**config.mk**
```make
export PLATFORM = sky130hd
export DESIGN_NAME = ftg_angle
export DESIGN_NICKNAME = d
export VERILOG_FILES = /design/src/rtl/ftg_pkg.sv /design/src/rtl/ftg_angle.sv
export SDC_FILE = /design/constraint.sdc
export NUM_CORES = 2
export LEC_CHECK = 0
export BUFFER_PORTS_ARGS = -buffer_cell sky130_fd_sc_hd__buf_2
export CORE_UTILIZATION = 25
export CTS_CLUSTER_DIAMETER = 50
export DETAILED_ROUTE_END_ITERATION = 8
export GPL_TIMING_DRIVEN = 0
export SETUP_SLACK_MARGIN = 0.4
export SYNTH_ARGS = -nofsm -noshare
export SYNTH_HDL_FRONTEND = slang
export SYNTH_SLANG_ARGS = --single-unit
```
**constraint.sdc**
```tcl
create_clock -name clk_i -period 10.35 [get_ports clk_i]
set_clock_uncertainty 0.05 [all_clocks]
set_input_delay 2.07 -clock clk_i [delete_from_list [all_inputs] [get_ports clk_i]]
set_output_delay 2.07 -clock clk_i [all_outputs]
set_load 0.01 [all_outputs]
```
**src/rtl/ftg_pkg.sv**
```systemverilog
// Shared types, widths and constants of the FFT twiddle factor generator.
package ftg_pkg;

  localparam int unsigned MaxLog2Size   = 16;
  localparam int unsigned MinLog2Size   = 3;
  localparam int unsigned ResetLog2Size = 10;
  localparam int unsigned FracBits      = 16;
  localparam int unsigned IFrac         = 30;

  localparam int unsigned CfgW   = 5;
  localparam int unsigned IndexW = 15;
  localparam int unsigned OutW   = 18;
  localparam int unsigned HalfW  = MaxLog2Size;
  localparam int unsigned PosW   = MaxLog2Size - MinLog2Size;
  localparam int unsigned AngW   = IFrac;
  localparam int unsigned AccW   = 32;
  localparam int unsigned TwoPiW = 33;

  // Fold, angle, square, six Horner steps and the output mapping.
  localparam int unsigned NumHorner = 6;
  localparam int unsigned NumStages = NumHorner + 4;

  localparam logic [TwoPiW-1:0] TwoPiQ30  = 33'd6746518852;
  localparam logic [AngW-1:0]   HalfR2Q30 = 30'd759250125;

  localparam logic signed [OutW-1:0] OutOne = OutW'(1) << FracBits;
  localparam logic signed [OutW-1:0] OutHalfR2 =
    OutW'((AccW'(HalfR2Q30) + (AccW'(1) << (IFrac - FracBits - 1))) >> (IFrac - FracBits));

  // Horner accumulators start at the top nonzero coefficient of each series.
  localparam logic signed [AccW-1:0] CosInit = 32'sd2;
  localparam logic signed [AccW-1:0] SinInit = -32'sd27;

  // Term added after each Horner product; the last sine step is the final
  // multiplication by the angle itself.
  localparam logic signed [AccW-1:0] CosAdd [NumHorner] = '{
    -32'sd296, 32'sd26631, -32'sd1491308, 32'sd44739243, -32'sd536870912, 32'sd1073741824
  };
  localparam logic signed [AccW-1:0] SinAdd [NumHorner] = '{
    32'sd2959, -32'sd213044, 32'sd8947849, -32'sd178956971, 32'sd1073741824, 32'sd0
  };

  typedef enum logic [2:0] {
    AnchNone = 3'd0,
    AnchOne  = 3'd1,
    AnchR    = 3'd2,
    AnchNegJ = 3'd3,
    AnchNegR = 3'd4
  } anchor_e;

  typedef enum logic [1:0] {
    Oct0 = 2'd0,
    Oct1 = 2'd1,
    Oct2 = 2'd2,
    Oct3 = 2'd3
  } oct_e;

  typedef struct packed {
    anchor_e anchor;
    oct_e    oct;
  } side_t;

  typedef struct packed {
    side_t           side;
    logic [PosW-1:0] pos;
  } fold_t;

  typedef struct packed {
    side_t                  side;
    logic [AngW-1:0]        x;
    logic [AngW-1:0]        x2;
    logic signed [AccW-1:0] cacc;
    logic signed [AccW-1:0] sacc;
  } hrn_t;

endpackage

```
**src/rtl/ftg_angle.sv**
```systemverilog
// Second and third stages: angle in Q0.30 and its rounded square.
module ftg_angle (
  input  logic           clk_i,
  input  logic [1:0]     en_i,
  input  ftg_pkg::fold_t d_i,
  output ftg_pkg::hrn_t  d_o
);

  localparam int unsigned ProdW = ftg_pkg::PosW + ftg_pkg::TwoPiW;
  localparam int unsigned SqW   = 2 * ftg_pkg::AngW + 1;

  logic [ProdW-1:0]          ang_sum;
  logic [SqW-1:0]            sq_sum;
  ftg_pkg::side_t            side2_q, side3_q;
  logic [ftg_pkg::AngW-1:0]  x2_d, x_q, x3_q, xsq_q;

  always_comb begin
    ang_sum = ProdW'(d_i.pos) * ProdW'(ftg_pkg::TwoPiQ30)
            + (ProdW'(1) << (ftg_pkg::MaxLog2Size - 1));
    x2_d    = ang_sum[ftg_pkg::MaxLog2Size +: ftg_pkg::AngW];
  end

  always_comb begin
    sq_sum = SqW'(x_q) * SqW'(x_q) + (SqW'(1) << (ftg_pkg::IFrac - 1));
  end

  always_ff @(posedge clk_i) begin
    if (en_i[0]) begin
      side2_q <= d_i.side;
      x_q     <= x2_d;
    end
    if (en_i[1]) begin
      side3_q <= side2_q;
      x3_q    <= x_q;
      xsq_q   <= sq_sum[ftg_pkg::IFrac +: ftg_pkg::AngW];
    end
  end

  always_comb begin
    d_o.side = side3_q;
    d_o.x    = x3_q;
    d_o.x2   = xsq_q;
    d_o.cacc = ftg_pkg::CosInit;
    d_o.sacc = ftg_pkg::SinInit;
  end

endmodule

```
* Yosys cells after proc, flatten, opt, wreduce, memory -nomap -nowiden
Cells that the tools add are included.
Word-level totals: output and inout bits 129, bits of input ports 21, logic and storage cells 11, flip-flop bits (word level) 100
Operators by class: add/subtract/negate cells 2, multiply operators 2
Operators with widths (count):
- $add A60 B30 Y60 const B | 1
- $mul A30 B30 Y60 | 1
- $add A46 B16 Y46 const B | 1
- $mul A13 B31 Y44 const B | 1

* Logic depth before layout (Yosys ltp)
depth after elaboration 2, gate-level depth with buffers 30

* Least setup slack after synthesis
Ideal clock, no wire load.
path kind input to register, from input port d_i[4] in the netlist's numbering, to register x_q[27] in the netlist's numbering (data pin), path slack 1.892 ns, required time 10.041 ns, buffers on the path 2, library setup time 0.259 ns, cell stages on the path 23, data arrival time 8.149 ns, cell sequence fa_1 inv_1 fa_1 inv_1 fa_1 inv_1 fa_1 fa_1 inv_1 ha_1 buf_4 a21oi_1 o21ai_1 a211oi_1 a2111oi_4 nor3_4 xor2_2 or4_4 or4b_1 buf_2 o31a_1 a211o_1 xor2_1
Between the ends: word-level cells in the longest chain between the ends 2
Ends and longest elaborated chain:
- start: declaration | RTL line ftg_angle.sv:5 | input ftg_pkg::fold_t d_i,
- $mul A13 B31 Y44 | RTL line ftg_angle.sv:18 | ang_sum = ProdW'(d_i.pos) * ProdW'(ftg_pkg::TwoPiQ30)
- $add A46 B16 Y46 | RTL line ftg_angle.sv:19 | + (ProdW'(1) << (ftg_pkg::MaxLog2Size - 1));
- net ang_sum[43] | RTL line ftg_angle.sv:12 | logic [ProdW-1:0] ang_sum;
- end signal: assignment | RTL line ftg_angle.sv:30 | x_q <= x2_d;
- end: declaration | RTL line ftg_angle.sv:15 | logic [ftg_pkg::AngW-1:0] x2_d, x_q, x3_q, xsq_q;
The timed path passes the listed nets, and every way through them passes these cells. A chain may end at the register's enable or synchronous reset.

* Final worst setup path
from register x_q[10] in the netlist's numbering, to register xsq_q[11] in the netlist's numbering (data pin)
Between the ends: word-level cells in the longest chain between the ends 2
Ends and longest elaborated chain:
- $mul A30 B30 Y60 | RTL line ftg_angle.sv:24 | sq_sum = SqW'(x_q) * SqW'(x_q) + (SqW'(1) << (ftg_pkg::IFrac - 1));
- $add A60 B30 Y60 | RTL line ftg_angle.sv:24
- net sq_sum[41] | RTL line ftg_angle.sv:13 | logic [SqW-1:0] sq_sum;
- end signal: assignment | RTL line ftg_angle.sv:35 | xsq_q <= sq_sum[ftg_pkg::IFrac +: ftg_pkg::AngW];
- end: declaration | RTL line ftg_angle.sv:15
The timed path passes the listed nets, and every way through them passes these cells.

==> results.py <==
metrics = {
    "floorplanning": {
        "dieWidth_um": 381,
        "die-area_mm2": 0.145,
        "floorplan.initialDensity": 0.253,
        "core.rowCount": 138,
        "placeableCoreArea_mm2": 0.142,
        "io_pins": 150,
        "fp.dieH_um": 381,
    },
    "critical_path": {
        "slowest_stage": "or4b_2",
        "timing.critical_path.buf_inv": 7,
        "critPathMaxStageDelay_ps": 710,
        "crit_arrival_ps": 9860,
        "critical-path-top-cell-by-count": "fa_1",
        "worstSetupStartpointType": "flip-flop",
        "worst_setup_path_end_kind": "flip-flop",
        "criticalPathCategory": "flip-flop to flip-flop",
        "critPathLaunch": "x_q[10]",
        "critical_path.max_fanout": 10,
        "cp_top_family": "adder cells",
        "crit-reg2reg-launch": "x_q[10]",
        "critPathRequiredTime_ps": 10470,
    },
    "clock_network": {
        "path_clk_slew_ps": 80,
        "cts-root-buf": "clkbuf_16",
        "cts-root-to-sink-buffers": 2,
        "cts_tree": "built",
        "clk_latency_ps": 440,
        "cts_made_buffers": 9,
        "cts_sinks": 100,
        "cts-htree-levels": 3,
    },
    "placement": {
        "placed_wire_length_estimate_after_detailed_placement_mm": 85.7,
        "buffer_ports.inserted": 85,
        "weighted_congestion_reported_at_the_end_of_routability_driven_placement": 0.949,
        "pre_cts_slack_ps": -389,
        "dpl.cell_count": 5724,
    },
    "synth": {
        "synth_flop_cell": "edfxtp_1",
        "synth-async-reset-ratio": 0,
        "synth_cells": 3686,
        "synth_top_area_cell": "fa_1",
        "synth_edf_count": 100,
        "synth_adder_area_share": 0.600,
        "synthXorXnorAreaFrac": 0.0263,
        "synthesis.area_per_instance_um2": 9.73,
        "synth_compound_gate_area_share": 0.0512,
        "seq_area_frac_synth": 0.0838,
        "netlist_area_mm2": 0.0359,
        "synthSimpleGateAreaFrac": 0.0942,
        "synthesized_flop_and_latch_total": 100,
        "post_synth_mux_area_share": 0.00171,
        "yosysWarningCount": 0,
        "netlist.area_leader.share": 0.453,
        "post_synth_num_cell_types": 83,
        "largest_family_of_logic_cells_by_synthesized_area": "adder cells",
        "synth.area.top_cells": "fa_1, ha_1, inv_1",
    },
    "detailed_routing": {
        "detail_route.wirelength_mm": 102,
        "drt_pass1_iterations": 5,
        "detailroute.via_count": 24523,
        "1st_iter_drt_viols": 1459,
        "route.detailed.drc": 0,
        "avgRoutedWirePerCell_um": 17.8,
        "drt.antenna.violating_nets": 0,
        "viasPerCell": 4.27,
    },
    "timing": {
        "setup_slack_ps": 616,
        "post-route-period-util": 0.941,
        "timing.final.hold_violations": 0,
        "transition_at_the_pin_with_the_smallest_max_transition_slack_ps": 1160,
        "clock.fmax_ghz": 0.103,
        "worst_case_headroom_to_the_max_slew_limit": 0.228,
        "finalWorstPathRequiredPeriod_ps": 9730,
        "setup_viol": 0,
        "timing.final.max_slew_violations": 0,
        "setup_repair_after_global_routing_missed_its_margin": "false",
    },
    "final_layout": {
        "filler_cell_count": 15145,
        "finish.cell_count_without_fillers": 5742,
        "ff_latch_area_mm2": 0.00300,
        "finalNetCount": 5097,
        "multiInputGateArea_mm2": 0.0280,
        "syn2layout_area_growth_pct": 9.46,
        "drive_above_1_share": 0.0613,
    },
    "global_routing": {
        "grt.overflow.total": 0,
        "first_pass_grt_wire_length_mm": 159,
        "grt_antenna_before_repair": 7,
        "grt_util_all_layers": 0.144,
        "grt_start_max_net_pins": 57,
        "first_global_vias": 26862,
    },
    "run_status": {
        "outcome": "completed",
    },
    "job": {
        "count_of_maximum_capacitance_violations": 0,
    },
    "hold_path": {
        "min-delay-path-class": "flip-flop to flip-flop",
        "worst_hold_startpoint": "side2_q[2]",
    },
}
==> kinds of logic after synthesis <==
kind of cell,count (synthesis)
fa+ha+maj,1231
simple gates,683
other cells,2
compound gates,275
xor+xnor,107
buf+inv,1282
mux,6
flops,100
==> layout by cell type (no fill, tap or decap), drive strengths merged, types with 16 or more instances in the layout <==
cell	instances
inv	1118
fa	812
ha	419
nand2	267
and2	194
buf	156
nor2	103
edfxtp	100
clkbuf	99
a21oi	88
conb	64
xnor2	62
a21o	49
o21ai	49
xor2	45
nand3	24
nand4	16
==> cells in the mapped netlist, types with 5 or more instances <==
library cell     n
o31a_1           5
clkinv_1         6
o21ai_1         11
clkbuf_8         5
o21ai_0         38
nand4_1         16
nand2b_1         6
xor2_1          44
a21oi_1         85
and3_1           9
fa_1           812
clkbuf_1        84
mux2i_1          5
o21bai_1         8
o21a_1          12
ha_1           419
a31oi_1          5
and2_1         194
nor2_1         103
o211ai_1         5
a21o_1          47
nor3_1          13
inv_1         1116
buf_4           65
nor2b_1         12
xnor2_1         62
nor4_1           7
a211oi_1        14
edfxtp_1       100
nand3_1         24
nand2_1        266
==> worst paths after layout <==
kind	endpoint	slack [ps]	depth (start not counted)
setup reg to reg	xsq_q[11]	620	28
hold reg to reg	d_o[126]	370	0
setup / recovery	xsq_q[11]	620	28
hold / removal	d_o[126]	370	0
==> cell type report <==
| cell class | instances | share of cell area |
|---|---|---|
| inverters | 1123 | 0.108 |
| clock buffers | 10 | 0.00583 |
| flip-flops and latches | 100 | 0.0765 |
| multi-input cells | 2366 | 0.713 |
| repair buffers | 86 | 0.0116 |
| well taps | 1890 | 0.0603 |
| diodes | 2 | 0.000128 |
| clock inverters | 6 | 0.00159 |
| plain buffers | 159 | 0.0240 |
==> through the flow <==
| stage | setup TNS [ps] | area [um2] | util | hold slack (ps) |
|---|---|---|---|---|
| floorplan | 0 | 36100 | - | 350 |
| global placement | -1530 | 38900 | 0.274 | 351 |
| detailed placement | -2020 | 38900 | 0.274 | 355 |
| CTS | 0 | 39200 | 0.276 | 373 |
| global route | 0 | 39200 | 0.276 | 379 |
| finish | 0 | 39200 | 0.276 | 371 |
==> routing by layer <==
metal | GRT usage | routed length [um] | vias to the layer above
met2 | 0.255 | 50900 | 750
met5 | 0 | 23 | -
met3 | 0.0224 | 6340 | 186
li1 | - | - | 11113
met1 | 0.176 | 41100 | 12470
met4 | 0.0529 | 3970 | 4
==> repair_timing <==
item,CTS,global route
endpoints found under the setup margin,22,7
gates resized for setup,19,19
buffers inserted,0,0
hold buffers,0,0
pin swaps,0,0
==> flip-flops by register name, summed over array words and instances (netlist names) <==
name	cells
x3_q	30
x_q	30
xsq_q	30
d_o	5
side2_q	5
Power is not shown: default switching activity piles up to over one toggle a cycle in this logic, so the estimate is an artifact.
