<file path="src/rtl/ftg_pkg.sv">
// Shared types, widths and constants of the FFT twiddle factor generator.
package ftg_pkg;

  localparam int unsigned MaxLog2Size   = 16;
  localparam int unsigned MinLog2Size   = 3;
  localparam int unsigned ResetLog2Size = 10;
  localparam int unsigned FracBits      = 16;
  localparam int unsigned IFrac         = 30;

  localparam int unsigned CfgW   = 5;
  localparam int unsigned IndexW = 15;
  localparam int unsigned OutW   = 18;
  localparam int unsigned HalfW  = MaxLog2Size;
  localparam int unsigned PosW   = MaxLog2Size - MinLog2Size;
  localparam int unsigned AngW   = IFrac;
  localparam int unsigned AccW   = 32;
  localparam int unsigned TwoPiW = 33;

  // Fold, angle, square, six Horner steps and the output mapping.
  localparam int unsigned NumHorner = 6;
  localparam int unsigned NumStages = NumHorner + 4;

  localparam logic [TwoPiW-1:0] TwoPiQ30  = 33'd6746518852;
  localparam logic [AngW-1:0]   HalfR2Q30 = 30'd759250125;

  localparam logic signed [OutW-1:0] OutOne = OutW'(1) << FracBits;
  localparam logic signed [OutW-1:0] OutHalfR2 =
    OutW'((AccW'(HalfR2Q30) + (AccW'(1) << (IFrac - FracBits - 1))) >> (IFrac - FracBits));

  // Horner accumulators start at the top nonzero coefficient of each series.
  localparam logic signed [AccW-1:0] CosInit = 32'sd2;
  localparam logic signed [AccW-1:0] SinInit = -32'sd27;

  // Term added after each Horner product; the last sine step is the final
  // multiplication by the angle itself.
  localparam logic signed [AccW-1:0] CosAdd [NumHorner] = '{
    -32'sd296, 32'sd26631, -32'sd1491308, 32'sd44739243, -32'sd536870912, 32'sd1073741824
  };
  localparam logic signed [AccW-1:0] SinAdd [NumHorner] = '{
    32'sd2959, -32'sd213044, 32'sd8947849, -32'sd178956971, 32'sd1073741824, 32'sd0
  };

  typedef enum logic [2:0] {
    AnchNone = 3'd0,
    AnchOne  = 3'd1,
    AnchR    = 3'd2,
    AnchNegJ = 3'd3,
    AnchNegR = 3'd4
  } anchor_e;

  typedef enum logic [1:0] {
    Oct0 = 2'd0,
    Oct1 = 2'd1,
    Oct2 = 2'd2,
    Oct3 = 2'd3
  } oct_e;

  typedef struct packed {
    anchor_e anchor;
    oct_e    oct;
  } side_t;

  typedef struct packed {
    side_t           side;
    logic [PosW-1:0] pos;
  } fold_t;

  typedef struct packed {
    side_t                  side;
    logic [AngW-1:0]        x;
    logic [AngW-1:0]        x2;
    logic signed [AccW-1:0] cacc;
    logic signed [AccW-1:0] sacc;
  } hrn_t;

endpackage

</file>
<file path="src/rtl/ftg_map.sv">
// Last stage: output rounding, octant expansion, anchors and output register.
module ftg_map (
  input  logic                            clk_i,
  input  logic                            en_i,
  input  ftg_pkg::hrn_t                   d_i,
  output logic signed [ftg_pkg::OutW-1:0] re_o,
  output logic signed [ftg_pkg::OutW-1:0] im_o
);

  function automatic logic signed [ftg_pkg::OutW-1:0] to_out(
    input logic signed [ftg_pkg::AccW-1:0] v
  );
    logic signed [ftg_pkg::AccW-1:0] sum;
    logic signed [ftg_pkg::OutW-1:0] r;
    sum = v + (ftg_pkg::AccW'(1) << (ftg_pkg::IFrac - ftg_pkg::FracBits - 1));
    r   = $signed(sum[ftg_pkg::AccW-1:ftg_pkg::IFrac-ftg_pkg::FracBits]);
    if (r > ftg_pkg::OutOne) begin
      r = ftg_pkg::OutOne;
    end
    if (r < -ftg_pkg::OutOne) begin
      r = -ftg_pkg::OutOne;
    end
    return r;
  endfunction

  logic signed [ftg_pkg::OutW-1:0] c, s, re_d, im_d, re_q, im_q;

  always_comb begin
    c = to_out(d_i.cacc);
    s = to_out(d_i.sacc);
    unique case (d_i.side.anchor)
      ftg_pkg::AnchOne: begin
        re_d = ftg_pkg::OutOne;
        im_d = '0;
      end
      ftg_pkg::AnchR: begin
        re_d = ftg_pkg::OutHalfR2;
        im_d = -ftg_pkg::OutHalfR2;
      end
      ftg_pkg::AnchNegJ: begin
        re_d = '0;
        im_d = -ftg_pkg::OutOne;
      end
      ftg_pkg::AnchNegR: begin
        re_d = -ftg_pkg::OutHalfR2;
        im_d = -ftg_pkg::OutHalfR2;
      end
      ftg_pkg::AnchNone: begin
        unique case (d_i.side.oct)
          ftg_pkg::Oct0: begin
            re_d = c;
            im_d = -s;
          end
          ftg_pkg::Oct1: begin
            re_d = s;
            im_d = -c;
          end
          ftg_pkg::Oct2: begin
            re_d = -s;
            im_d = -c;
          end
          ftg_pkg::Oct3: begin
            re_d = -c;
            im_d = -s;
          end
          default: begin
            re_d = '0;
            im_d = '0;
          end
        endcase
      end
      default: begin
        re_d = '0;
        im_d = '0;
      end
    endcase
  end

  always_ff @(posedge clk_i) begin
    if (en_i) begin
      re_q <= re_d;
      im_q <= im_d;
    end
  end

  assign re_o = re_q;
  assign im_o = im_q;

endmodule

</file>
<file path="config.mk">
export PLATFORM = sky130hd
export DESIGN_NAME = ftg_map
export DESIGN_NICKNAME = d
export VERILOG_FILES = /design/src/rtl/ftg_pkg.sv /design/src/rtl/ftg_map.sv
export SDC_FILE = /design/constraint.sdc
export NUM_CORES = 1
export LEC_CHECK = 0
export ABC_CLOCK_PERIOD_IN_PS = 5200
export BUFFER_PORTS_ARGS = -buffer_cell sky130_fd_sc_hd__clkbuf_2
export CORE_MARGIN = 5
export CORE_UTILIZATION = 45
export DETAILED_ROUTE_END_ITERATION = 6
export GPL_TIMING_DRIVEN = 0
export PLACE_DENSITY = 0.75
export SLEW_MARGIN = 20
export SYNTH_ARGS = -nofsm -noshare
export SYNTH_HDL_FRONTEND = slang
export SYNTH_SLANG_ARGS = --single-unit
</file>
<file path="constraint.sdc">
create_clock -name clk_i -period 5.2 [get_ports clk_i]
set_input_delay 0.26 -clock clk_i [delete_from_list [all_inputs] [get_ports clk_i]]
set_output_delay 0.26 -clock clk_i [all_outputs]
set_load 0.05 [all_outputs]
</file>
# ---- Word-level counts from Yosys, hierarchy flattened
# Index checks and enable logic that the tools add are counted.
dict set report word_totals {
  ff_bits 36
  latch_bits 0
  ramBits 0
  mem_bits_ro 0
  input_bits 131
  out_inout_bits 36
  elab_cells 30
  n_memories 0
}
dict set report op_classes {
  add_sub_neg 4
  n_mul 0
  n_div 0
  n_lt_le_gt_ge 4
  n_eq_ne 7
  n_shift 0
  mux 8
  bitwise 0
  reduce_logical 5
}
# operator count
set ops {}
lappend ops {{$pmux 18 s4} 2}
lappend ops {{$mux 18} 4}
lappend ops {{$add 32x15->32 const B} 2}
lappend ops {{$pmux 18 s3} 1}
lappend ops {{$gt 18x18->1 const B} 2}
lappend ops {{$lt 18x17->1 const B} 2}
lappend ops {{$neg 18->18} 2}
lappend ops {{$pmux 18 s2} 1}
lappend ops {{$eq 3x2->1 const B} 2}
lappend ops {{$reduce_or 2->1} 3}
lappend ops {{$eq 2x2->1 const B} 2}
lappend ops {{$eq 3x1->1 const B} 1}
lappend ops {{$eq 3x3->1 const B} 1}
lappend ops {{$logic_not 3->1} 1}
lappend ops {{$eq 2x1->1 const B} 1}
lappend ops {{$logic_not 2->1} 1}

# ---- Longest topological paths before layout
dict set report depth {
  word_depth 8
  ltp_mapped 17
}

# ---- Least setup slack after synthesis
# Ideal clock, no wire load.
dict set report synth_timing {
  kind {input port to flip-flop}
  startpoint {input d_i[13] (netlist bit)}
  endpoint {register re_q, in the netlist re_o[2], data pin}
  setup_ns 0.267
  arrival_ns 3.174
  required_time_ns 4.933
  setup_slack_ns 1.759
  cell_stages 16
  path_cell_list {ha_1 -> buf_4 -> and4_4 -> o21ai_0 -> a211oi_1 -> o211a_1 -> a41oi_4 -> a21oi_2 -> buf_2 -> nand2_1 -> ha_1 -> clkbuf_1 -> o2111ai_1 -> o311ai_1 -> o41ai_1 -> a21oi_1}
}
dict set report synth_via {
  elab_chain_len 8
}
# item line
set synth_lines {}
lappend synth_lines {{from (decl)} ftg_map.sv:5} ;# input ftg_pkg::hrn_t d_i,
lappend synth_lines {{$add 32x15->32 *} ftg_map.sv:15} ;# sum = v + (ftg_pkg::AccW'(1) << (ftg_pkg::IFrac - ftg_pkg::FracBits - 1));
lappend synth_lines {{$gt 18x18->1} ftg_map.sv:17} ;# if (r > ftg_pkg::OutOne) begin
lappend synth_lines {{$mux 18 *} ftg_map.sv:17}
lappend synth_lines {{$lt 18x17->1} ftg_map.sv:20} ;# if (r < -ftg_pkg::OutOne) begin
lappend synth_lines {{$mux 18 *} ftg_map.sv:20}
lappend synth_lines {{$neg 18->18} ftg_map.sv:59} ;# re_d = -s;
lappend synth_lines {{$pmux 18 s4 *} ftg_map.sv:49} ;# unique case (d_i.side.oct)
lappend synth_lines {{$pmux 18 s4 *} ftg_map.sv:31} ;# unique case (d_i.side.anchor)
lappend synth_lines {{via re_d, one bit} ftg_map.sv:26} ;# logic signed [ftg_pkg::OutW-1:0] c, s, re_d, im_d, re_q, im_q;
lappend synth_lines {{to (signal assigned)} ftg_map.sv:81} ;# re_q <= re_d;
lappend synth_lines {{to (decl)} ftg_map.sv:26}
# Mark *: on every way through the listed nets, which the timed path passes. The rest lies on a longest branch.
# A chain may end at the register's enable or synchronous reset.

# ---- Worst setup path after layout
dict set report layout_timing {
  startpoint {input d_i[14] (netlist bit)}
  endpoint {register re_q, in the netlist re_o[2], data pin}
}
# The elaborated chain is that of the path after synthesis.

==> out/results.tsv <==
stage	metric	value	unit
clock_tree	postCtsSetupRepairBufs	0	
sta	tightest_slew	0.8307	ns
power_and_ir_drop	power.leakage	2.156	nW
synthesis	yosysSeqAreaShare	20.05	%
synthesis	yosysMostFrequentCell	nor2_1	
critical_path	endpoint_kind	register	
clock_tree	path_clk_slew	0.05	ns
cells_and_area	seqCellArea	1081	sq um
cells_and_area	nNetsFinal	880	
drt	first_pass_iters	5	
critical_path	crit_start	d_i[14]	
sta	hold_viol	0	
die	die_y	119.5	um
global_route	grt.busiest_layer	met2	
global_route	met2_usage	40.78	%
sta	setup_viol	0	
clock_tree	cts_sinks	36	
die	dieArea	14270	sq um
sta	hold_ws	0.4824	ns
drt	route.detailed.drc	0	
critical_path	critical_path_required	5.20	ns
critical_path	cp_cell_sequence	clkbuf_2 > ha_1 > buf_4 > and4_4 > o21ai_0 > a211oi_1 > o211a_1 > a41oi_4 > a21oi_2 > buf_2 > nand2_1 > ha_1 > clkbuf_1 > o2111ai_1 > o311ai_1 > o41ai_1 > a21oi_1	
cells_and_area	fillers	1154	
synthesis	syn-instance-count	668	
critical_path	cp_top_family	compound AO/OA/AOI/OAI gates	
clock_tree	cts_tree	done	
cells_and_area	drive_above_1_share	22.51	%
synthesis	synth_area	5391	sq um
synthesis	synth_edf_count	36	
power_and_ir_drop	p_sw_share	39.96	%
power_and_ir_drop	combPwrFrac	43.3	%
global_route	track_usage	25.68	%
clock_tree	root_buffer	clkbuf_16	
synthesis	syn_nets	807	
die	io_pins	167	
cells_and_area	multiInputGateArea	3978	sq um
clock_tree	numCtsBuffers	5	
outcome	status	finished, final reports clean	
critical_path	critical_path_class	in -> reg	
critical_path	start_kind	primary input	
sta	fin_setup_tns	0	ns
drt	via_count	5973	
clock_tree	htree_levels	2	
synthesis	avgSynthCellArea	8.071	sq um
power_and_ir_drop	pwr-share-seq	29.5	%
sta	relSlewSlack	44.62	%
drt	routedWlPerCell	21.27	um
die	die_w	119.5	um
sta	drv_slew	0	
critical_path	max_stage_delay	0.41	ns
place	hpwl	15220	um
critical_path	cp-endpoint	re_o[2]	
global_route	grt_use_met3	3.229	%
place	place_congestion	0.9851	
global_route	grt_pass1_wl	30030	um
cells_and_area	insertedDiodeCount	0	
synthesis	yosysTopAreaCellShare	20.05	%
die	initial_core_util	45.45	%
power_and_ir_drop	p_int	726.9	uW
critical_path	crit_slowest_cell	o41ai_1	
place	numPortBuffers	66	
synthesis	yosysWarnings	0	
drt	viasPerCell	6.719	
synthesis	yosys.cell_types.count	102	
clock_tree	clockBufferDepth	2	
clock_tree	hold_buffers	0	
place	place_area	5906	sq um
drt	drt_wl_total	18910	um
critical_path	cp.arrival	4.32	ns
synthesis	synth_ff_type	edfxtp_1	
power_and_ir_drop	max-vdd-ir-drop	0.1040	mV
sta	period_needed	4.320	ns
power_and_ir_drop	p_sw	483.8	uW
hold_path	holdPathStages	4	
cells_and_area	finalInstanceArea	6070	sq um
drt	dr.first_iter.drc_count	848	
global_route	antenna_found_initial	0	
global_route	grt_use_met1	36.24	%
global_route	overflow	0	
hold_path	hp-class	in -> reg	
synthesis	yosysTopAreaCell	edfxtp_1	
sta	grt_setup_unrepaired	false	
synthesis	synth_area_leaders	edfxtp_1 20%, xnor2_1 4.9%, o21ai_0 3.9%	
critical_path	cp_max_fo	10	
synthesis	synthArstFlopShare	0	%
clock_tree	postCtsResizedCells	0	
power_and_ir_drop	powerDensity	199.5	nW/um^2
die	rows	40	
sta	fin_crit_sh	83.08	%
critical_path	cpMostUsedCell	ha_1	
global_route	grt_pass1_vias	5495	
power_and_ir_drop	p_clk_share	27.1	%
sta	fmax	231.5	MHz
cells_and_area	area_growth	12.58	%
drt	ant_nets	0	
synthesis	synth.cells.most_frequent	50 x nor2_1, 45 x nand2_1, 42 x o21ai_0, 36 x edfxtp_1, 32 x nor3_1	
critical_path	timing.critical_path.buf_inv	4	
global_route	grt_max_degree	37	
flow_run	drv_cap	0	
critical_path	cp_num_cells	17	
die	core_area	11860	sq um
synthesis	ys_ff_latch	36	
flip-flops by register name, summed over array words and instances (netlist names):
register	count
im_o	18
re_o	18
placed cells by master, fill, tap and decap left out, types with 6 or more instances in the layout:
cell and instances:
o21ai_1 9, ha_1 8, or3_1 8, buf_4 9, buf_2 17, inv_1 15
o21a_1 6, and2_1 6, o211ai_1 13, or2_2 6, nor3_1 32, nand4_1 12
clkbuf_2 66, nor2_1 50, nor4_1 9, o31ai_1 8, and3_1 10, a211oi_1 15
o22ai_1 6, a22oi_1 7, clkbuf_1 16, a21oi_1 29, o21ai_0 42, xor2_1 18
edfxtp_1 36, a31oi_1 25, xnor2_1 30, nand2_1 45, nand3_1 28, and4_1 7
o31a_1 6
final cells by class:
type | count | area share [%]
multi-input combinational | 568 | 65.53
tap | 147 | 3.030
clock buffer | 6 | 2.123
buffer | 47 | 4.432
timing repair buffer | 66 | 5.442
inverter | 17 | 1.051
clock inverter | 2 | 0.5772
sequential | 36 | 17.81
kinds of logic (layout without fill, tap and decap cells):
| family | Yosys count | in the layout | share of synthesized area, % |
|---|---|---|---|
| compound gates | 239 | 239 | 33.28 |
| buf+inv | 64 | 138 | 6.173 |
| mux | 9 | 9 | 1.764 |
| xor+xnor | 48 | 48 | 7.798 |
| fa+ha+maj | 8 | 8 | 1.857 |
| simple gates | 264 | 264 | 29.08 |
| flops | 36 | 36 | 20.05 |
layer usage:
layer / vias to the layer above / wire length (um)
met5: - / 0
met4: 0 / 605
met3: 42 / 1623
met2: 358 / 8444
met1: 2789 / 8235
li1: 2784 / -
how the worst min path moves through the flow:
stage	startpoint	endpoint	slack [ns]
floorplan	en_i	im_o[0]	0.37
global placement	d_i[128]	re_o[2]	0.75
detailed placement	d_i[128]	re_o[2]	0.75
CTS	d_i[128]	re_o[2]	0.47
global route	d_i[128]	re_o[10]	0.53
finish	d_i[128]	re_o[2]	0.48
power by group through the flow:
stage               logic (mW)  registers (mW)  clock network [mW]
finish                   0.525           0.357               0.328
global route             0.558           0.360               0.348
CTS                      0.512           0.358               0.333
detailed placement       0.510           0.364                   0
global placement         0.505           0.363                   0
floorplan                0.270           0.457                   0
per-stage QoR:
stage	setup slack, ns	total power, mW	cells	utilization, %
finish	0.8797	1.211	889	51.17
global route	0.6602	1.266	889	51.17
detailed placement	0.7339	0.8737	881	49.79
CTS	0.9970	1.203	889	51.17
global placement	0.8038	0.8680	881	49.79
floorplan	1.759	0.7267	668	-
tightest hold or removal path, delay by kind of cell:
family                 cells  cell delay [ns]
AOI/OAI and AO/OA          2             0.14
buffers and inverters      1             0.09
and+or+nand+nor            1             0.09
(Power assumes the default switching activity.)
