==> src/rtl/ftg_pkg.sv <==
// Shared types, widths and constants of the FFT twiddle factor generator.
package ftg_pkg;

  localparam int unsigned MaxLog2Size   = 16;
  localparam int unsigned MinLog2Size   = 3;
  localparam int unsigned ResetLog2Size = 10;
  localparam int unsigned FracBits      = 16;
  localparam int unsigned IFrac         = 30;

  localparam int unsigned CfgW   = 5;
  localparam int unsigned IndexW = 15;
  localparam int unsigned OutW   = 18;
  localparam int unsigned HalfW  = MaxLog2Size;
  localparam int unsigned PosW   = MaxLog2Size - MinLog2Size;
  localparam int unsigned AngW   = IFrac;
  localparam int unsigned AccW   = 32;
  localparam int unsigned TwoPiW = 33;

  // Fold, angle, square, six Horner steps and the output mapping.
  localparam int unsigned NumHorner = 6;
  localparam int unsigned NumStages = NumHorner + 4;

  localparam logic [TwoPiW-1:0] TwoPiQ30  = 33'd6746518852;
  localparam logic [AngW-1:0]   HalfR2Q30 = 30'd759250125;

  localparam logic signed [OutW-1:0] OutOne = OutW'(1) << FracBits;
  localparam logic signed [OutW-1:0] OutHalfR2 =
    OutW'((AccW'(HalfR2Q30) + (AccW'(1) << (IFrac - FracBits - 1))) >> (IFrac - FracBits));

  // Horner accumulators start at the top nonzero coefficient of each series.
  localparam logic signed [AccW-1:0] CosInit = 32'sd2;
  localparam logic signed [AccW-1:0] SinInit = -32'sd27;

  // Term added after each Horner product; the last sine step is the final
  // multiplication by the angle itself.
  localparam logic signed [AccW-1:0] CosAdd [NumHorner] = '{
    -32'sd296, 32'sd26631, -32'sd1491308, 32'sd44739243, -32'sd536870912, 32'sd1073741824
  };
  localparam logic signed [AccW-1:0] SinAdd [NumHorner] = '{
    32'sd2959, -32'sd213044, 32'sd8947849, -32'sd178956971, 32'sd1073741824, 32'sd0
  };

  typedef enum logic [2:0] {
    AnchNone = 3'd0,
    AnchOne  = 3'd1,
    AnchR    = 3'd2,
    AnchNegJ = 3'd3,
    AnchNegR = 3'd4
  } anchor_e;

  typedef enum logic [1:0] {
    Oct0 = 2'd0,
    Oct1 = 2'd1,
    Oct2 = 2'd2,
    Oct3 = 2'd3
  } oct_e;

  typedef struct packed {
    anchor_e anchor;
    oct_e    oct;
  } side_t;

  typedef struct packed {
    side_t           side;
    logic [PosW-1:0] pos;
  } fold_t;

  typedef struct packed {
    side_t                  side;
    logic [AngW-1:0]        x;
    logic [AngW-1:0]        x2;
    logic signed [AccW-1:0] cacc;
    logic signed [AccW-1:0] sacc;
  } hrn_t;

endpackage

==> src/rtl/ftg_fold.sv <==
// First stage: index masking, anchor detection and octant folding.
module ftg_fold (
  input  logic                       clk_i,
  input  logic                       en_i,
  input  logic [ftg_pkg::CfgW-1:0]   lg_i,
  input  logic [ftg_pkg::IndexW-1:0] index_i,
  output ftg_pkg::fold_t             d_o
);

  logic [ftg_pkg::HalfW-1:0] half, mask, qtr, oct8, qe, k, t, t_sh;
  ftg_pkg::fold_t            d_d, d_q;

  always_comb begin
    half = ftg_pkg::HalfW'(1) << (lg_i - ftg_pkg::CfgW'(1));
    mask = half - ftg_pkg::HalfW'(1);
    qtr  = half >> 1;
    oct8 = half >> 2;
    qe   = qtr + oct8;
    k    = ftg_pkg::HalfW'(index_i) & mask;

    priority if (k == '0) begin
      d_d.side.anchor = ftg_pkg::AnchOne;
    end else if (k == oct8) begin
      d_d.side.anchor = ftg_pkg::AnchR;
    end else if (k == qtr) begin
      d_d.side.anchor = ftg_pkg::AnchNegJ;
    end else if (k == qe) begin
      d_d.side.anchor = ftg_pkg::AnchNegR;
    end else begin
      d_d.side.anchor = ftg_pkg::AnchNone;
    end

    priority if (k < oct8) begin
      d_d.side.oct = ftg_pkg::Oct0;
      t            = k;
    end else if (k < qtr) begin
      d_d.side.oct = ftg_pkg::Oct1;
      t            = qtr - k;
    end else if (k < qe) begin
      d_d.side.oct = ftg_pkg::Oct2;
      t            = k - qtr;
    end else begin
      d_d.side.oct = ftg_pkg::Oct3;
      t            = half - k;
    end

    // Scale the folded position to the largest size so the angle step
    // below divides by a fixed power of two.
    t_sh    = t << (ftg_pkg::CfgW'(ftg_pkg::MaxLog2Size) - lg_i);
    d_d.pos = t_sh[ftg_pkg::PosW-1:0];
  end

  always_ff @(posedge clk_i) begin
    if (en_i) begin
      d_q <= d_d;
    end
  end

  assign d_o = d_q;

endmodule

==> config.mk <==
export PLATFORM = sky130hd
export DESIGN_NAME = ftg_fold
export DESIGN_NICKNAME = d
export VERILOG_FILES = /design/src/rtl/ftg_pkg.sv /design/src/rtl/ftg_fold.sv
export SDC_FILE = /design/constraint.sdc
export NUM_CORES = 1
export LEC_CHECK = 0
export BUFFER_PORTS_ARGS = -buffer_cell sky130_fd_sc_hd__buf_2
export CAP_MARGIN = 40
export CORE_MARGIN = 4
export CORE_UTILIZATION = 53
export DETAILED_ROUTE_END_ITERATION = 8
export GPL_ROUTABILITY_DRIVEN = 0
export PLACE_DENSITY = 0.79
export SLEW_MARGIN = 40
export SYNTH_ARGS = -nofsm -noshare
export SYNTH_HDL_FRONTEND = slang
export SYNTH_SLANG_ARGS = --single-unit
==> constraint.sdc <==
create_clock -name clk_i -period 11.6 [get_ports clk_i]
set_input_delay 0.58 -clock clk_i [delete_from_list [all_inputs] [get_ports clk_i]]
set_output_delay 0.58 -clock clk_i [all_outputs]
set_load 0.01 [all_outputs]
# Word-level counts from Yosys, hierarchy flattened
# Index checks and enable logic that the tools add are counted.
# totals
register_bits,18
word_cells,32
inputBits,22
output_inout_bits,18
# op_classes
addsub,7
n_reduce_logical,3
n_eq_ne,3
mux,8
bitwise,1
order_cmp,3
shift,2
# op_table
op,count
16-bit two-way mux,3
15-bit by 14-bit adder with 16-bit output,1
15-bit by 16-bit AND with 16-bit output,1
16-bit by 14-bit equality test with 1-bit output,1
16-bit by 15-bit equality test with 1-bit output,1
16-bit equality test,1
16-bit zero test,1
16-bit by 14-bit < comparator with 1-bit output,1
16-bit by 15-bit < comparator with 1-bit output,1
16-bit < comparator,1
1-bit by 5-bit left shift with 16-bit output (first input constant),1
16-bit by 5-bit left shift with 13-bit output,1
15-bit by 16-bit subtractor with 16-bit output,1
16-bit by 1-bit subtractor with 16-bit output (second input constant),1
16-bit by 15-bit subtractor with 16-bit output,1
16-bit subtractor,1
5-bit by 1-bit subtractor with 5-bit output (second input constant),1
5-bit subtractor (first input constant),1
2-bit two-way mux,2
3-bit two-way mux,1
3-bit OR reduction,1
1-bit two-way mux,2
2-bit OR reduction,1

# Logic depth before layout (Yosys ltp)
# Gate-level depths: netlist of run 1.
# logic_depth
word_depth,9
mapped_depth,37
mapped_depth_nobuf,34

# Least setup slack after synthesis of run 1
# Ideal clock, no wire load.
# synth_timing
path_type,input port to flip-flop
start,input port lg_i[0] in the netlist's numbering
end,"register d_q, in the netlist d_o[8], data pin"
required_ps,11339
setup_ps,261
cell_stages,35
setup_slack_ps,3959
path_buffers,3
arrival_time_ps,7381
path_cell_list,buf_6 > inv_1 > clkbuf_1 > ha_1 > and2b_1 > and3_1 > o21ai_1 > inv_1 > ha_1 > fa_1 > a21o_1 > a21oi_1 > o21bai_1 > a21oi_1 > o21bai_1 > a21oi_1 > o21bai_1 > a21oi_1 > o21ai_0 > a21o_1 > a21oi_1 > xnor2_1 > ha_1 > and4_1 > nand4_1 > a211o_1 > nand4_1 > o211a_1 > clkbuf_1 > nor3_1 > a221oi_1 > o21ai_0 > mux4_2 > and2_0 > a221o_1
# synth_via
elab_chain_len,9
word_cells_on_any_way,16
classes_between,add/sub: 7; order compare: 3; shift: 2; mux: 3; bitwise: 1
# synth_rtl
item,line,rtl
"start, declared",ftg_fold.sv:5,"input logic [ftg_pkg::CfgW-1:0] lg_i,"
5-bit by 1-bit subtractor with 5-bit output,ftg_fold.sv:14,half = ftg_pkg::HalfW'(1) << (lg_i - ftg_pkg::CfgW'(1));
1-bit by 5-bit left shift with 16-bit output,ftg_fold.sv:14,
16-bit by 1-bit subtractor with 16-bit output,ftg_fold.sv:15,mask = half - ftg_pkg::HalfW'(1);
15-bit by 16-bit AND with 16-bit output,ftg_fold.sv:19,k = ftg_pkg::HalfW'(index_i) & mask;
"16-bit subtractor, or another cell as far along",ftg_fold.sv:44,t = half - k;
16-bit two-way mux,ftg_fold.sv:39,end else if (k < qe) begin
16-bit two-way mux,ftg_fold.sv:36,end else if (k < qtr) begin
16-bit two-way mux,ftg_fold.sv:33,priority if (k < oct8) begin
16-bit by 5-bit left shift with 13-bit output (*),ftg_fold.sv:49,t_sh = t << (ftg_pkg::CfgW'(ftg_pkg::MaxLog2Size) - lg_i);
"end signal, assigned",ftg_fold.sv:55,d_q <= d_d;
"end, declared",ftg_fold.sv:11,"ftg_pkg::fold_t d_d, d_q;"
# Mark *: on every way between the ends. The rest lies on a longest branch, timed or not.
# A chain may end at the register's enable or synchronous reset.

# Worst setup path after layout of run 1
# layout_timing
start,input port lg_i[0] in the netlist's numbering
end,"register d_q, in the netlist d_o[11], data pin"
# Same word-level chain as after synthesis.

==> results.json, run 1 <==
{
  "finalSetupTns_ns": 0,
  "cp_data_required_time_ns": 11.70,
  "n_antenna_cell": 0,
  "hold_viol": 0,
  "finalPower_w": 0.000514,
  "dr.pass1.iters": 6,
  "n_fill_cell": 986,
  "pre_cts_slack_ns": 2.52,
  "p_leak_nw": 2.83,
  "first_global_vias": 5783,
  "antenna_found_initial": 0,
  "placed_area_sq_um": 6070,
  "nNetsFinal": 895,
  "clk_path_buf_depth": 2,
  "end_kind": "register",
  "crit_path_max_fanout": 20,
  "hold_buffers": 0,
  "max_slew_margin": 0.461,
  "cp_common_cell": "a21oi_1",
  "start_util": 0.554,
  "worst_slew_pin_slew_ns": 0.808,
  "powerDensity_nw_per_um2": 84.1,
  "min_path_type": "input port to register",
  "post-cts-setup-buffers": 0,
  "avgSynthCellArea_sq_um": 7.79,
  "ir_worst_vdd_mv": 0.0733,
  "grt_start_max_net_pins": 21,
  "fin_area_sq_um": 6110,
  "slew_violations": 0,
  "fp-row-count": 37,
  "async_flop_share": 0,
  "grt-ovfl-total": 0,
  "outcome": "completed",
  "cts_root_buffer": "clkbuf_8",
  "die_x_um": 113,
  "ant_nets": 0,
  "hpwlAfterDp_um": 14700,
  "synth_edf_count": 18,
  "drt_wl_total_um": 18100,
  "drive_gt1_frac": 0.115,
  "cts.clk_slew.worst_paths_ns": 0.06,
  "cp_slowest_cell": "o21ai_1",
  "clock_sinks": 18,
  "drc": 0,
  "area_growth_pct": 5.49,
  "mostFrequentLayoutCells": "ha_1 (101), nand2_1 (76), a21oi_1 (57), inv_1 (53), nor2_1 (52)",
  "synth_cells": 744,
  "grt_use_total": 0.268,
  "syn_area_sq_um": 5790,
  "setup_viol": 0,
  "first_iter_violations": 827,
  "period_minus_slack_ns": 9.00,
  "drv_cap": 0,
  "start_kind": "input port",
  "path_class": "input port to register",
  "post-route-period-util": 0.776,
  "synth_cell_type_count": 89,
  "vias": 6140,
  "die-area_sq_um": 12700,
  "setup_ws_ns": 2.60,
  "ys_seq_elements": 18,
  "ctsResizeCount": 0,
  "fmax_mhz": 111,
  "cts_buffers": 3,
  "io_pins": 40,
  "ys.flop_type": "edfxtp_1",
  "max_stage_delay_ns": 0.64,
  "core_area_sq_um": 10500,
  "crit_arrival_ns": 9.11,
  "cts_max_level": 1,
  "cts_tree": "built",
  "viasPerCell": 6.80,
  "rsz0062_at_grt": "false",
  "ys_seq_area_frac": 0.0933,
  "ys_warn_count": 0,
  "wire_per_inst_um": 20.0,
  "io_buffers": 39,
  "final_cells": 903,
  "placed_cells": 899,
  "largest_reg_flops": 18,
  "grt_pass1_wl_um": 28400,
  "layout_commonest_cell": "ha_1",
  "die_y_um": 113,
  "syn_nets": 871
}
==> synthesized netlist by cell type, types with 5 or more instances <==
master,instances,share of area
a211oi_1,8,0.010
a21o_1,17,0.022
a21oi_1,57,0.049
a31oi_1,7,0.0076
and2_1,7,0.0076
and3_1,10,0.011
buf_2,11,0.0095
clkbuf_1,8,0.0052
edfxtp_1,18,0.093
ha_1,101,0.22
inv_1,53,0.034
mux2_2,6,0.012
mux2i_1,13,0.022
nand2_1,76,0.049
nand2b_1,14,0.015
nand3_1,20,0.017
nand4_1,10,0.011
nor2_1,52,0.034
nor2b_1,11,0.012
nor3_1,10,0.0086
o211ai_1,9,0.012
o21a_1,10,0.013
o21ai_0,33,0.029
o221ai_1,5,0.0076
o31a_1,5,0.0076
o31ai_1,5,0.0065
o31ai_2,5,0.011
or3_1,8,0.0086
xnor2_1,25,0.038
xor2_1,14,0.021
==> final timing paths <==
path | startpoint | to | slack (ns) | cells past startpoint
max | lg_i[0] | d_o[11] | 2.60 | 34
min | en_i | d_o[16] | 0.77 | 1
==> layer usage <==
metal	routed length (um)	up-vias	track usage
met5	0	-	0
met4	734	0	0.105
met3	1710	70	0.0194
li1	-	2802	-
met2	8250	400	0.447
met1	7410	2868	0.360
==> worst max-delay path, delay by kind of cell <==
family	cells	cell delay, ns
AO/OA/AOI/OAI	18	3.99
AND/OR/NAND/NOR	8	1.84
adder cells (fa/ha/maj)	4	1.54
buffers and inverters	3	1.06
XOR/XNOR	1	0.10
==> kinds of logic after synthesis <==
group | after synthesis | share of synthesized area
AOI/OAI and AO/OA | 236 | 0.305
xor gates and xnor gates | 39 | 0.0590
adders and majority gates | 105 | 0.232
buffers and inverters | 79 | 0.0568
DFF | 18 | 0.0933
muxes | 21 | 0.0406
and+or+nand+nor | 246 | 0.214
==> report_power, final <==
part	internal [W]	switching, W	total (W)
Combinational	0.000146	0.000243	0.000389
Clock	0.0000235	0.0000188	0.0000423
Sequential	0.0000817	0.00000160	0.0000833
==> area by class of cell <==
cell class / instances / area [sq um] / area share
Multi-Input combinational cell: 647 / 4920 / 0.806
Sequential cell: 18 / 541 / 0.0885
Timing Repair Buffer: 42 / 221 / 0.0362
Inverter: 56 / 210 / 0.0344
Tap cell: 136 / 170 / 0.0278
Clock buffer: 3 / 41.3 / 0.00676
Clock inverter: 1 / 3.75 / 0.000614
==> stage by stage <==
step                hold slack (ns)   util
finish                        0.773  0.584
global route                  0.779  0.584
CTS                           0.777  0.584
detailed placement            0.991  0.580
global placement              0.989  0.579
floorplan                     0.692      -
Note: power is estimated with default switching activity, not from simulation.
==> run 2: changes to the inputs <==
Settings changed: PLACE_DENSITY 0.79 to 0.82.
Clock period 11.6 ns to 7.76 ns, I/O delays scaled along.
==> run 2 against run 1 <==
Wire length down 1.8%. Design area up 1.7%. Core utilization up 0.97 points. Non-clock buffer count up 11. Clock-buffer cell count unchanged. Total power up 49%. Cell count up 1.1%. Die area unchanged. Clock power up 45%. Combinational power up 50%. Largest cell class unchanged. Largest power group unchanged. Highest routed layer unchanged.
==> results.json, run 2 (synthesized netlist as in run 1, its figures left out) <==
{
  "outcome": "completed",
  "sequentialPowerShare": 0.162,
  "io_pins": 40,
  "cp_data_required_time_ns": 7.86,
  "post-route-period-util": 0.945,
  "fin_hold_ws_ns": 0.584,
  "rsz0062_at_grt": "false",
  "io_buffers": 39,
  "largest_reg_flops": 18,
  "final_core_util": 0.594,
  "p_int_w": 0.000379,
  "die_x_um": 113,
  "wire_per_inst_um": 19.5,
  "cts_max_level": 1,
  "powerDensity_nw_per_um2": 124,
  "clk_path_buf_depth": 2,
  "cp_common_cell": "a21oi_1",
  "area_growth_pct": 7.24,
  "ir_worst_vdd_mv": 0.110,
  "die_y_um": 113,
  "grt_pass1_wl_um": 28700,
  "layout_commonest_cell": "ha_1",
  "min_path_type": "input port to register",
  "hpwlAfterDp_um": 14700,
  "finalPower_w": 0.000769,
  "dr.pass1.iters": 6,
  "ctsResizeCount": 0,
  "mostFrequentLayoutCells": "ha_1 (101), nand2_1 (76), a21oi_1 (55), inv_1 (53), nor2_1 (51)",
  "fp-row-count": 37,
  "crit_arrival_ns": 7.43,
  "post-cts-setup-buffers": 0,
  "grt-ovfl-total": 0,
  "slew_violations": 0,
  "core_area_sq_um": 10500,
  "nNetsFinal": 906,
  "clock_sinks": 18,
  "grt_start_max_net_pins": 20,
  "max_stage_delay_ns": 0.40,
  "drc": 0,
  "p_clk_frac": 0.080,
  "end_kind": "register",
  "antenna_found_initial": 0,
  "start_util": 0.554,
  "die-area_sq_um": 12700,
  "cp_slowest_cell": "fa_1",
  "cts.clk_slew.worst_paths_ns": 0.06,
  "vias": 6168,
  "cts_root_buffer": "clkbuf_8",
  "crit_path_max_fanout": 8,
  "setup_viol": 0,
  "max_slew_margin": 0.484,
  "viasPerCell": 6.76,
  "n_antenna_cell": 0,
  "p_leak_nw": 2.89,
  "first_global_vias": 5965,
  "path_class": "input port to register",
  "hold_buffers": 0,
  "drv_cap": 0,
  "fmax_mhz": 136,
  "ant_nets": 0,
  "start_kind": "input port",
  "hold_viol": 0,
  "placed_cells": 910,
  "cts_buffers": 3,
  "first_iter_violations": 718,
  "final_cells": 913,
  "drive_gt1_frac": 0.133,
  "grt_use_total": 0.270,
  "pwr-share-comb": 0.758,
  "worst_slew_pin_slew_ns": 0.774,
  "switching_share": 0.506,
  "cts_tree": "built",
  "period_minus_slack_ns": 7.33,
  "power.switching_w": 0.000389,
  "finalSetupTns_ns": 0,
  "drt_wl_total_um": 17800
}
[run 2: cell count changes in the layout (fill, tap and decap cells not counted), sizes merged]
cell | before | now
buf | 42 | 53
clkinv | 2 | 1
[run 2: critical path: cells and delay by family]
family	cells	cell delay, ns
buffers and inverters	3	0.45
muxes	2	0.50
AOI/OAI and AO/OA	17	3.30
adders and majority gates	4	1.19
and+or+nand+nor	8	1.51
xor gates and xnor gates	1	0.08
[run 2: per-stage QoR]
stage	worst slack [ns]	instance area [sq um]
final	0.429	6210
after floorplan	0.311	5790
after detailed placement	0.128	6140
after CTS	0.346	6190
after global routing	0.0489	6210
after global placement	0.446	6140
[run 2: path summary, 6_finish.rpt]
check,end,start,cells after the start
max,d_o[12],lg_i[1],35
min,d_o[8],en_i,1
[run 2: cell type report]
cell class	instances	area (sq um)
Sequential cell	18	541
Inverter	56	210
Timing Repair Buffer	53	300
Clock buffer	3	41.3
Multi-Input combinational cell	647	4950
Fill cell	929	4250
Tap cell	136	170
[run 2: per-layer routing]
metal	vias up	global-route usage	share of wire
met3	111	0.0447	0.10
met2	430	0.444	0.44
li1	2835	-	-
met1	2792	0.332	0.39
met5	-	0	0
met4	0	0.151	0.061
[run 2: power by group through the flow]
stage / registers [W] / clock network [W] / logic (W)
after floorplan: 0.000134 / 0 / 0.000412
after global placement: 0.000126 / 0 / 0.000537
after detailed placement: 0.000127 / 0 / 0.000556
after CTS: 0.000125 / 0.0000612 / 0.000558
after global routing: 0.000126 / 0.0000668 / 0.000630
final: 0.000124 / 0.0000613 / 0.000583
==> run 3: changes to the inputs <==
Settings changed: BUFFER_PORTS_ARGS -buffer_cell sky130_fd_sc_hd__buf_2 to unset, CTS_BUF_LIST set to sky130_fd_sc_hd__clkbuf_2 sky130_fd_sc_hd__clkbuf_4 sky130_fd_sc_hd__clkbuf_8, DONT_BUFFER_PORTS set to 1, PLACE_DENSITY 0.82 to 0.79.
==> run 3 against run 2 <==
Critical path depth shrank 3. Sequential cell count is the same. Cell count shrank 4.8%. Hold slack lost 0.35 ns. Clock power grew 6.2%. Wire length grew 0.21%. Combinational power shrank 6.9%. Worst setup slack lost 0.091 ns. Total power shrank 3.5%. Critical path type unchanged. Critical endpoint is now d_o[6]. Largest cell class unchanged.
==> results.json, run 3 (synthesized netlist as in run 1, its figures left out) <==
{
  "nNetsFinal": 861,
  "gr-usage-met3": 0.0356,
  "ant_nets": 0,
  "worst_slew_pin_slew_ns": 0.750,
  "start_kind": "input port",
  "cts.clk_slew.worst_paths_ns": 0.06,
  "hold_viol": 0,
  "cts_buffers": 3,
  "min_path_type": "input port to register",
  "period_minus_slack_ns": 7.42,
  "min_from": "en_i",
  "end_kind": "register",
  "cp_common_cell": "a21oi_1",
  "final_cells": 869,
  "dr.pass1.iters": 5,
  "cp_data_required_time_ns": 7.75,
  "clk_path_buf_depth": 2,
  "finalSetupTns_ns": 0,
  "path_class": "input port to register",
  "finalPower_w": 0.000742,
  "drt_wl_total_um": 17800,
  "max_stage_delay_ns": 0.47,
  "die_x_um": 113,
  "first_global_vias": 5620,
  "io_pins": 40,
  "fmax_mhz": 135,
  "grt_start_max_net_pins": 21,
  "drc": 0,
  "drv_cap": 0,
  "layout_commonest_cell": "ha_1",
  "crit_start": "lg_i[1]",
  "grt_util_met1": 0.349,
  "viasPerCell": 6.76,
  "first_iter_violations": 802,
  "area_growth_pct": 2.72,
  "cts_max_level": 1,
  "antenna_found_initial": 0,
  "post-route-period-util": 0.956,
  "mostFrequentLayoutCells": "ha_1 (101), nand2_1 (76), a21oi_1 (57), inv_1 (53), nor2_1 (52)",
  "cts_root_buffer": "clkbuf_8",
  "hpwlAfterDp_um": 14600,
  "max_slew_margin": 0.497,
  "outcome": "completed",
  "rsz0062_at_grt": "false",
  "io_buffers": 0,
  "largest_reg_flops": 18,
  "drive_gt1_frac": 0.0750,
  "met2_usage": 0.457,
  "slew_violations": 0,
  "p_leak_nw": 2.70,
  "die_y_um": 113,
  "grt_use_total": 0.271,
  "cts_tree": "built",
  "grt-ovfl-total": 0,
  "crit_path_max_fanout": 8,
  "n_antenna_cell": 0,
  "final_core_util": 0.569,
  "start_util": 0.554,
  "grt_pass1_wl_um": 28600,
  "fp-row-count": 37,
  "powerDensity_nw_per_um2": 125,
  "core_area_sq_um": 10500,
  "vias": 5877,
  "die-area_sq_um": 12700,
  "crit_arrival_ns": 7.41,
  "setup_viol": 0,
  "busiest_layer": "met2",
  "cp_slowest_cell": "o2bb2ai_1",
  "post-cts-setup-buffers": 0,
  "wire_per_inst_um": 20.5,
  "placed_cells": 865,
  "clock_sinks": 18,
  "ir_worst_vdd_mv": 0.109
}
[run 3: worst paths after layout]
kind      end  cells after the start  slack, ns
max    d_o[6]                     32       0.34
min   d_o[14]                      0       0.24
[run 3: what timing repair did]
item,4_1_cts,5_1_grt
hold buffers,0,0
setup endpoints to repair,0,6
gates resized for setup,0,1
[run 3: final cells by class]
| cell class | count | area [sq um] |
|---|---|---|
| Tap cell | 136 | 170 |
| Sequential cell | 18 | 541 |
| Inverter | 56 | 210 |
| Multi-Input combinational cell | 647 | 4920 |
| Clock inverter | 1 | 3.75 |
| Clock buffer | 3 | 41.3 |
| Fill cell | 946 | 4510 |
| Timing Repair Buffer | 8 | 60.1 |
[run 3: report_power, final]
part	internal, W	leakage [nW]	switching, W	total [W]
Clock	0.0000352	0.0231	0.0000299	0.0000651
Sequential	0.000123	0.172	0.0000101	0.000133
Combinational	0.000207	2.50	0.000336	0.000543
[run 3: per-layer routing]
layer,share of wire,wire [um]
met2,0.46,8230
met3,0.086,1530
met1,0.41,7240
met4,0.045,804
met5,0,0
[run 3: worst max-delay path: cells and delay by family]
family / cells / cell delay, ns
AO/OA/AOI/OAI: 15 / 3.27
AND/OR/NAND/NOR: 8 / 1.51
adder cells (fa/ha/maj): 3 / 1.10
multiplexers: 3 / 0.68
buffers and inverters: 2 / 0.33
XOR/XNOR: 1 / 0.09
[run 3: stage by stage]
| stage | instance area (sq um) | hold slack (ns) | worst slack (ns) |
|---|---|---|---|
| after detailed placement | 5900 | 0.502 | 0.283 |
| after global placement | 5900 | 0.502 | 0.514 |
| after CTS | 5950 | 0.244 | 0.493 |
| final | 5950 | 0.238 | 0.338 |
| after floorplan | 5790 | 0.500 | 0.311 |
| after global routing | 5950 | 0.232 | 0.00620 |
